**src/rtl/mmp_pkg.sv**
```systemverilog
package mmp_pkg;

    localparam int MAX_DIM_DEF   = 8;
    localparam int FRAC_BITS_DEF = 16;

    localparam int VAL_W  = 32;
    localparam int ROW_W  = 3;
    localparam int DIM_W  = 4;
    localparam int FUNC_W = 2;
    localparam int CFG_W  = 2;

    // Matrix slots held in every cell: the two loaded stores and four work buffers.
    localparam int NUM_SLOTS = 6;
    localparam int NUM_WORK  = 4;
    localparam int SLOT_W    = 3;
    localparam logic [SLOT_W-1:0] SLOT_A     = 3'd0;
    localparam logic [SLOT_W-1:0] SLOT_B     = 3'd1;
    localparam logic [SLOT_W-1:0] SLOT_WORK0 = 3'd2;

    localparam logic [FUNC_W-1:0] FUNC_LOAD_A = 2'd0;
    localparam logic [FUNC_W-1:0] FUNC_LOAD_B = 2'd1;
    localparam logic [FUNC_W-1:0] FUNC_MUL    = 2'd2;
    localparam logic [FUNC_W-1:0] FUNC_POW    = 2'd3;

    localparam logic [CFG_W-1:0] CFG_A_ROWS = 2'd0;
    localparam logic [CFG_W-1:0] CFG_A_COLS = 2'd1;
    localparam logic [CFG_W-1:0] CFG_B_ROWS = 2'd2;
    localparam logic [CFG_W-1:0] CFG_B_COLS = 2'd3;

    // One element position travelling down the chain.
    typedef struct packed {
        logic             valid;
        logic [ROW_W-1:0] row;
        logic [ROW_W-1:0] col;
        logic             last;
    } t_tag;

    // Operand sources and destination of one pass over a result matrix.
    typedef struct packed {
        logic              x_diag;
        logic [SLOT_W-1:0] x_slot;
        logic [VAL_W-1:0]  x_val;
        logic              y_diag;
        logic [SLOT_W-1:0] y_slot;
        logic [VAL_W-1:0]  y_val;
        logic [DIM_W-1:0]  inner;
        logic              emit;
        logic [SLOT_W-1:0] dest;
    } t_pass;

    // Element write broadcast to all cells.
    typedef struct packed {
        logic              en;
        logic [SLOT_W-1:0] slot;
        logic [ROW_W-1:0]  row;
        logic [ROW_W-1:0]  col;
        logic [VAL_W-1:0]  data;
    } t_wr;

endpackage

```
**src/rtl/mmp_ctrl.sv**
```systemverilog
module mmp_ctrl #(
    parameter int MAX_DIM   = mmp_pkg::MAX_DIM_DEF,
    parameter int FRAC_BITS = mmp_pkg::FRAC_BITS_DEF
) (
    input  logic                             i_clk,
    input  logic                             i_rst_n,
    input  logic                             i_en,
    input  logic                             i_valid,
    input  logic [mmp_pkg::FUNC_W-1:0]       i_func,
    input  logic [mmp_pkg::VAL_W-1:0]        i_degree,
    input  logic [mmp_pkg::DIM_W-1:0]        i_a_rows,
    input  logic [mmp_pkg::DIM_W-1:0]        i_a_cols,
    input  logic [mmp_pkg::DIM_W-1:0]        i_b_rows,
    input  logic [mmp_pkg::DIM_W-1:0]        i_b_cols,
    input  logic [mmp_pkg::VAL_W-1:0]        i_a00,
    input  logic [mmp_pkg::VAL_W-1:0]        i_b00,
    output logic                             o_ready,
    output logic                             o_err,
    output mmp_pkg::t_pass                   o_pass,
    output mmp_pkg::t_tag                    o_tag
);

    localparam int DRAIN_N = 3 * MAX_DIM + 3;
    localparam int CNT_W   = $clog2(DRAIN_N + 1);
    localparam logic [mmp_pkg::VAL_W-1:0] ONE = mmp_pkg::VAL_W'(64'd1 << FRAC_BITS);
    localparam logic [mmp_pkg::DIM_W-1:0] DIM_ONE = (mmp_pkg::DIM_W)'(1);

    typedef enum logic [4:0] {
        S_IDLE  = 5'b00001,
        S_PLAN  = 5'b00010,
        S_FEED  = 5'b00100,
        S_DRAIN = 5'b01000,
        S_ERR   = 5'b10000
    } t_state;

    t_state r_state, n_state;
    logic [mmp_pkg::ROW_W-1:0] r_i, n_i, r_j, n_j;
    logic [mmp_pkg::DIM_W-1:0] r_rows, n_rows, r_cols, n_cols;
    mmp_pkg::t_pass r_pass, n_pass;
    mmp_pkg::t_tag  r_tag, n_tag;
    logic [CNT_W-1:0] r_cnt, n_cnt;
    logic [mmp_pkg::VAL_W-1:0] r_mag, n_mag;
    logic [mmp_pkg::SLOT_W-1:0] r_rslot, n_rslot, r_sslot, n_sslot;
    logic r_ident, n_ident, r_bitdone, n_bitdone, r_final, n_final;

    logic [mmp_pkg::SLOT_W-1:0] w_free;
    logic w_row_end, w_col_end;

    // Lowest work buffer that holds neither the running result nor the square.
    always_comb begin
        logic found;
        logic [mmp_pkg::SLOT_W-1:0] cand;
        found  = 1'b0;
        w_free = mmp_pkg::SLOT_WORK0;
        for (int w = 0; w < mmp_pkg::NUM_WORK; w++) begin
            cand = mmp_pkg::SLOT_WORK0 + (mmp_pkg::SLOT_W)'(w);
            if (!found && !(cand == r_rslot && !r_ident) && (cand != r_sslot)) begin
                found  = 1'b1;
                w_free = cand;
            end
        end
    end

    assign w_row_end = ({1'b0, r_i} == r_rows - DIM_ONE);
    assign w_col_end = ({1'b0, r_j} == r_cols - DIM_ONE);

    always_comb begin
        n_state   = r_state;
        n_i       = r_i;
        n_j       = r_j;
        n_rows    = r_rows;
        n_cols    = r_cols;
        n_pass    = r_pass;
        n_tag     = r_tag;
        n_cnt     = r_cnt;
        n_mag     = r_mag;
        n_rslot   = r_rslot;
        n_sslot   = r_sslot;
        n_ident   = r_ident;
        n_bitdone = r_bitdone;
        n_final   = r_final;
        o_ready   = 1'b0;
        o_err     = 1'b0;
        if (i_en) begin
            n_tag.valid = 1'b0;
        end

        case (r_state)
            S_IDLE: begin
                o_ready = 1'b1;
                n_i = '0;
                n_j = '0;
                if (i_valid) begin
                    case (i_func)
                        mmp_pkg::FUNC_MUL: begin
                            n_final       = 1'b1;
                            n_pass        = '0;
                            n_pass.emit   = 1'b1;
                            n_pass.x_slot = mmp_pkg::SLOT_A;
                            n_pass.y_slot = mmp_pkg::SLOT_B;
                            n_state       = S_FEED;
                            if (i_a_rows == DIM_ONE && i_a_cols == DIM_ONE) begin
                                // Scale B: diag(a00) times B.
                                n_pass.x_diag = 1'b1;
                                n_pass.x_val  = i_a00;
                                n_pass.inner  = i_b_rows;
                                n_rows        = i_b_rows;
                                n_cols        = i_b_cols;
                            end else if (i_b_rows == DIM_ONE && i_b_cols == DIM_ONE) begin
                                // Scale A: A times diag(b00).
                                n_pass.y_diag = 1'b1;
                                n_pass.y_val  = i_b00;
                                n_pass.inner  = i_a_cols;
                                n_rows        = i_a_rows;
                                n_cols        = i_a_cols;
                            end else if (i_a_cols != i_b_rows) begin
                                n_state = S_ERR;
                            end else begin
                                n_pass.inner = i_a_cols;
                                n_rows       = i_a_rows;
                                n_cols       = i_b_cols;
                            end
                        end
                        mmp_pkg::FUNC_POW: begin
                            if (i_a_rows != i_a_cols) begin
                                n_state = S_ERR;
                            end else begin
                                n_mag     = i_degree[mmp_pkg::VAL_W-1] ?
                                            (mmp_pkg::VAL_W'(0) - i_degree) : i_degree;
                                n_ident   = 1'b1;
                                n_sslot   = mmp_pkg::SLOT_A;
                                n_rslot   = mmp_pkg::SLOT_A;
                                n_bitdone = 1'b0;
                                n_rows    = i_a_rows;
                                n_cols    = i_a_rows;
                                n_state   = S_PLAN;
                            end
                        end
                        default: begin
                            n_state = S_IDLE;
                        end
                    endcase
                end
            end
            S_PLAN: begin
                n_pass       = '0;
                n_pass.inner = r_rows;
                n_i          = '0;
                n_j          = '0;
                if (r_mag == '0) begin
                    // Stream out the running result, times the identity.
                    n_final       = 1'b1;
                    n_pass.emit   = 1'b1;
                    n_pass.y_diag = 1'b1;
                    n_pass.y_val  = ONE;
                    n_pass.x_diag = r_ident;
                    n_pass.x_val  = ONE;
                    n_pass.x_slot = r_rslot;
                    n_state       = S_FEED;
                end else if (r_mag[0] && !r_bitdone) begin
                    n_bitdone = 1'b1;
                    if (r_ident) begin
                        // Identity times the square is the square itself.
                        n_rslot = r_sslot;
                        n_ident = 1'b0;
                    end else begin
                        n_final       = 1'b0;
                        n_pass.x_slot = r_rslot;
                        n_pass.y_slot = r_sslot;
                        n_pass.dest   = w_free;
                        n_rslot       = w_free;
                        n_state       = S_FEED;
                    end
                end else begin
                    n_bitdone = 1'b0;
                    n_mag     = r_mag >> 1;
                    if (r_mag != mmp_pkg::VAL_W'(1)) begin
                        n_final       = 1'b0;
                        n_pass.x_slot = r_sslot;
                        n_pass.y_slot = r_sslot;
                        n_pass.dest   = w_free;
                        n_sslot       = w_free;
                        n_state       = S_FEED;
                    end
                end
            end
            S_FEED: begin
                if (i_en) begin
                    n_tag.valid = 1'b1;
                    n_tag.row   = r_i;
                    n_tag.col   = r_j;
                    n_tag.last  = w_row_end && w_col_end;
                    if (w_col_end) begin
                        n_j = '0;
                        if (w_row_end) begin
                            n_cnt   = CNT_W'(DRAIN_N);
                            n_state = S_DRAIN;
                        end else begin
                            n_i = r_i + 1'b1;
                        end
                    end else begin
                        n_j = r_j + 1'b1;
                    end
                end
            end
            S_DRAIN: begin
                if (i_en) begin
                    if (r_cnt == '0) begin
                        n_state = r_final ? S_IDLE : S_PLAN;
                    end else begin
                        n_cnt = r_cnt - 1'b1;
                    end
                end
            end
            S_ERR: begin
                o_err = 1'b1;
                if (i_en) begin
                    n_state = S_IDLE;
                end
            end
            default: begin
                n_state = S_IDLE;
            end
        endcase
    end

    always_ff @(posedge i_clk) begin
        if (!i_rst_n) begin
            r_state <= S_IDLE;
            r_tag   <= '0;
            r_cnt   <= '0;
            r_i     <= '0;
            r_j     <= '0;
        end else begin
            r_state <= n_state;
            r_tag   <= n_tag;
            r_cnt   <= n_cnt;
            r_i     <= n_i;
            r_j     <= n_j;
        end
    end

    always_ff @(posedge i_clk) begin
        r_rows    <= n_rows;
        r_cols    <= n_cols;
        r_pass    <= n_pass;
        r_mag     <= n_mag;
        r_rslot   <= n_rslot;
        r_sslot   <= n_sslot;
        r_ident   <= n_ident;
        r_bitdone <= n_bitdone;
        r_final   <= n_final;
    end

    assign o_pass = r_pass;
    assign o_tag  = r_tag;

endmodule
```
**config.mk**
```make
export PLATFORM = sky130hd
export DESIGN_NAME = mmp_ctrl
export DESIGN_NICKNAME = d
export VERILOG_FILES = /design/src/rtl/mmp_pkg.sv /design/src/rtl/mmp_ctrl.sv
export SDC_FILE = /design/constraint.sdc
export NUM_CORES = 1
export LEC_CHECK = 0
export BUFFER_PORTS_ARGS = -buffer_cell sky130_fd_sc_hd__buf_2
export CAP_MARGIN = 25
export CORE_ASPECT_RATIO = 1.25
export CORE_MARGIN = 2
export CORE_UTILIZATION = 29
export DETAILED_ROUTE_END_ITERATION = 12
export GPL_ROUTABILITY_DRIVEN = 0
export GPL_TIMING_DRIVEN = 1
export PLACE_DENSITY = 0.59
export SETUP_SLACK_MARGIN = 0.2
export SYNTH_ARGS = -nofsm -noshare
export SYNTH_HDL_FRONTEND = slang
export SYNTH_SLANG_ARGS = --single-unit
```
**constraint.sdc**
```tcl
create_clock -name i_clk -period 11.2 [get_ports i_clk]
set_clock_uncertainty 0.2 [all_clocks]
set_input_delay 0.56 -clock i_clk [delete_from_list [all_inputs] [get_ports i_clk]]
set_output_delay 0.56 -clock i_clk [all_outputs]
set_load 0.03 [all_outputs]
```
==> results.ini <==
[outcome]
outcome = completed

[cts]
cts.repair.resized = 0
cts_max_path_buffers = 2
clk_pin_slew_worst_paths_ps = 60
cts_sinks = 153
cts_made_buffers = 17
cts_tree = done
post-cts-setup-buffer-count = 0
root_buffer = clkbuf_16
clk_latency_ps = 420
hold_buffers = 0
cts-htree-levels = 4

[power_and_ir_drop]
power_leakage_nw = 3.81
peakVddDrop_mv = 0.0751
power_w = 0.00146
power_density_nw_per_um2 = 155

[yosys]
ys_ff_latch = 153
async_flop_share_pct = 0
syn_area_um2 = 7390
yosysUniqueCellTypes = 55
syn_area_per_cell_um2 = 11.2
seq_area_frac_synth_pct = 58.9
yosysWarnings = 0
synth_cells = 660
synth-edff-count = 129
syn-num-nets = 785
synthFlopType = edfxtp_1

[final_layout]
stdcell_area_um2 = 9410
nets = 984
syn2layout_area_growth_pct = 27.3
layout_commonest_cell = buf_2
postLayoutCoreUtil_pct = 37.5
final_cell_mix = buf_2 (207), edfxtp_1 (129), nand2_1 (57)
drive_gt1_share_pct = 29.3

[detailed_routing]
avgRoutedWirePerCell_um = 15.2
drt_iter0_markers = 317
drt-total-wl_mm = 18.3
firstDrtPassIters = 4
ant_nets = 0
num_vias = 5672
vias_per_cell = 4.70
drc = 0

[setup_path]
reg2reg_depth = 9
end_kind = flop
worst-setup-path-type = flop to flop
worstPathRequired_ps = 11130
cp_data_arrival_time_ps = 3990
critical_path.max_fanout = 74
cp-start-kind = flop

[timing]
tns_ps = 0
tightest_slew_ps = 1010
slew_viol_final = 0
hold_slack_ps = 207
setup_viol = 0
fmax_mhz = 246
rsz0062_at_grt = no
finalHoldViolations = 0
post-route-period-util_pct = 36.2
fin_crit_ps = 4060
max-slew-margin-rel_pct = 32.5

[placement]
dp_hpwl_mm = 13.5
dpl_cell_area_um2 = 8780
io_buffer_count = 207

[floorplan]
dieArea_um2 = 26800
core.rowCount = 65
die_y_um = 183
core_um2 = 25100
boundaryPins = 208
start_util_pct = 29.4
die_x_um = 147

[run]
maxCapViolCount = 0

[global_route]
antenna_found_initial = 1
overflow = 0
grt_pass1_vias = 5311
grt_pass1_wl_mm = 28.5
grt_util_all_layers_pct = 13.5
grt_start_max_net_pins = 82

[min_path]
min_path_type = input port to flop
hold_depth = 2

## where the power goes
| part | switching, W | internal, W | total [W] |
|---|---|---|---|
| clock network | 0.000233 | 0.000352 | 0.000586 |
| logic | 0.000141 | 0.0000711 | 0.000212 |
| registers | 0.0000154 | 0.000650 | 0.000665 |
| total | 0.000389 | 0.00107 | 0.00146 |
## critical path: stages (launching register included)
cell	delay, ps
dfxtp_1	380
nor3_1	210
nand2_1	120
nor2_4	80
buf_4	530
clkinv_1	730
buf_4	470
nor3_1	590
nor3_2	110
buf_4	290
## final cells by class
type / instances / area [µm²]
Timing Repair Buffer: 213 / 1100
Fill cell: 2485 / 15700
Sequential cell: 153 / 4350
Clock buffer: 18 / 429
Clock inverter: 13 / 169
Antenna cell: 1 / 2.50
Multi-Input combinational cell: 458 / 2880
Tap cell: 335 / 419
Inverter: 16 / 60.1
## cell usage after synthesis, types with 2 or more instances
cell type  number  area [µm²]
nand3b_1        3        22.5
nor3_1         16        80.1
ha_1            7        87.6
edfxtp_1      129        3870
a311oi_1        2        17.5
or2_2           2        12.5
clkbuf_1       30         113
and2_1         36         225
dfxtp_1        24         480
a21boi_0        2        15.0
nand4_1         2        12.5
or4_1           5        37.5
nand3_1        13        65.1
o21a_1          5        37.5
o21ai_0        41         205
xor2_1         40         350
nand2_1        57         214
a21o_1          7        52.6
and3_1         35         219
nand2b_1        6        37.5
inv_1          15        56.3
o211ai_1        2        15.0
a2111oi_0       2        17.5
xnor2_1         9        78.8
o21ai_1         8        40.0
a31oi_1         5        31.3
nor4_1         12        75.1
buf_2           2        10.0
mux2i_1        10         100
nor2_1         51         191
and2_0          2        12.5
o41ai_1         2        17.5
a221oi_1        3        26.3
a22oi_1         4        30.0
a21oi_1        23         115
or3_4           3        33.8
nor2b_1         2        12.5
o41ai_2         3        48.8
o31ai_1        11        82.6
nor4b_1         4        35.0
or3_1           8        50.1
nor3b_1         4        30.0
## path summary, 6_finish.rpt
kind | to | slack, ps | start
hold / removal | o_pass[19] | 210 | i_b00[11]
setup reg to reg | r_mag[23] | 7140 | r_state[2]
setup / recovery | r_mag[23] | 7140 | r_state[2]
hold reg to reg | r_cnt[0] | 250 | r_cnt[0]
## metrics by stage
step	instances	worst slack [ps]
2_1_floorplan	660	2790
3_3_place_gp	1174	7250
3_5_place_dp	1174	7130
4_1_cts	1205	7110
5_1_grt	1206	6750
6_report	1207	7140
## logic make-up (layout without fill, tap and decap cells)
family,count (synthesis),after routing,share of synthesized area [%]
compound gates,127,127,11.1
fa+ha+maj,7,7,1.18
simple gates,265,265,19.2
flops,153,153,58.9
buf+inv,49,260,2.52
other cells,0,1,0
xor+xnor,49,49,5.80
mux,10,10,1.35
## sequential cells by signal (all words and copies together), names as in the netlist, 3 cells and up, named ones only
signal   flops
o_pass      80
r_mag       32
o_tag        7
r_cnt        5
r_state      5
r_cols       4
r_rows       4
r_i          3
r_j          3
r_rslot      3
r_sslot      3
## per-layer routing
| metal | global-route usage (%) | vias up | part of all wire (%) |
|---|---|---|---|
| li1 | - | 2829 | - |
| met3 | 3.48 | 30 | 5.9 |
| met4 | 5.40 | 0 | 2.4 |
| met1 | 16.6 | 2627 | 44 |
| met2 | 22.5 | 186 | 48 |
| met5 | 0 | - | 0 |
(Power assumes the default switching activity.)
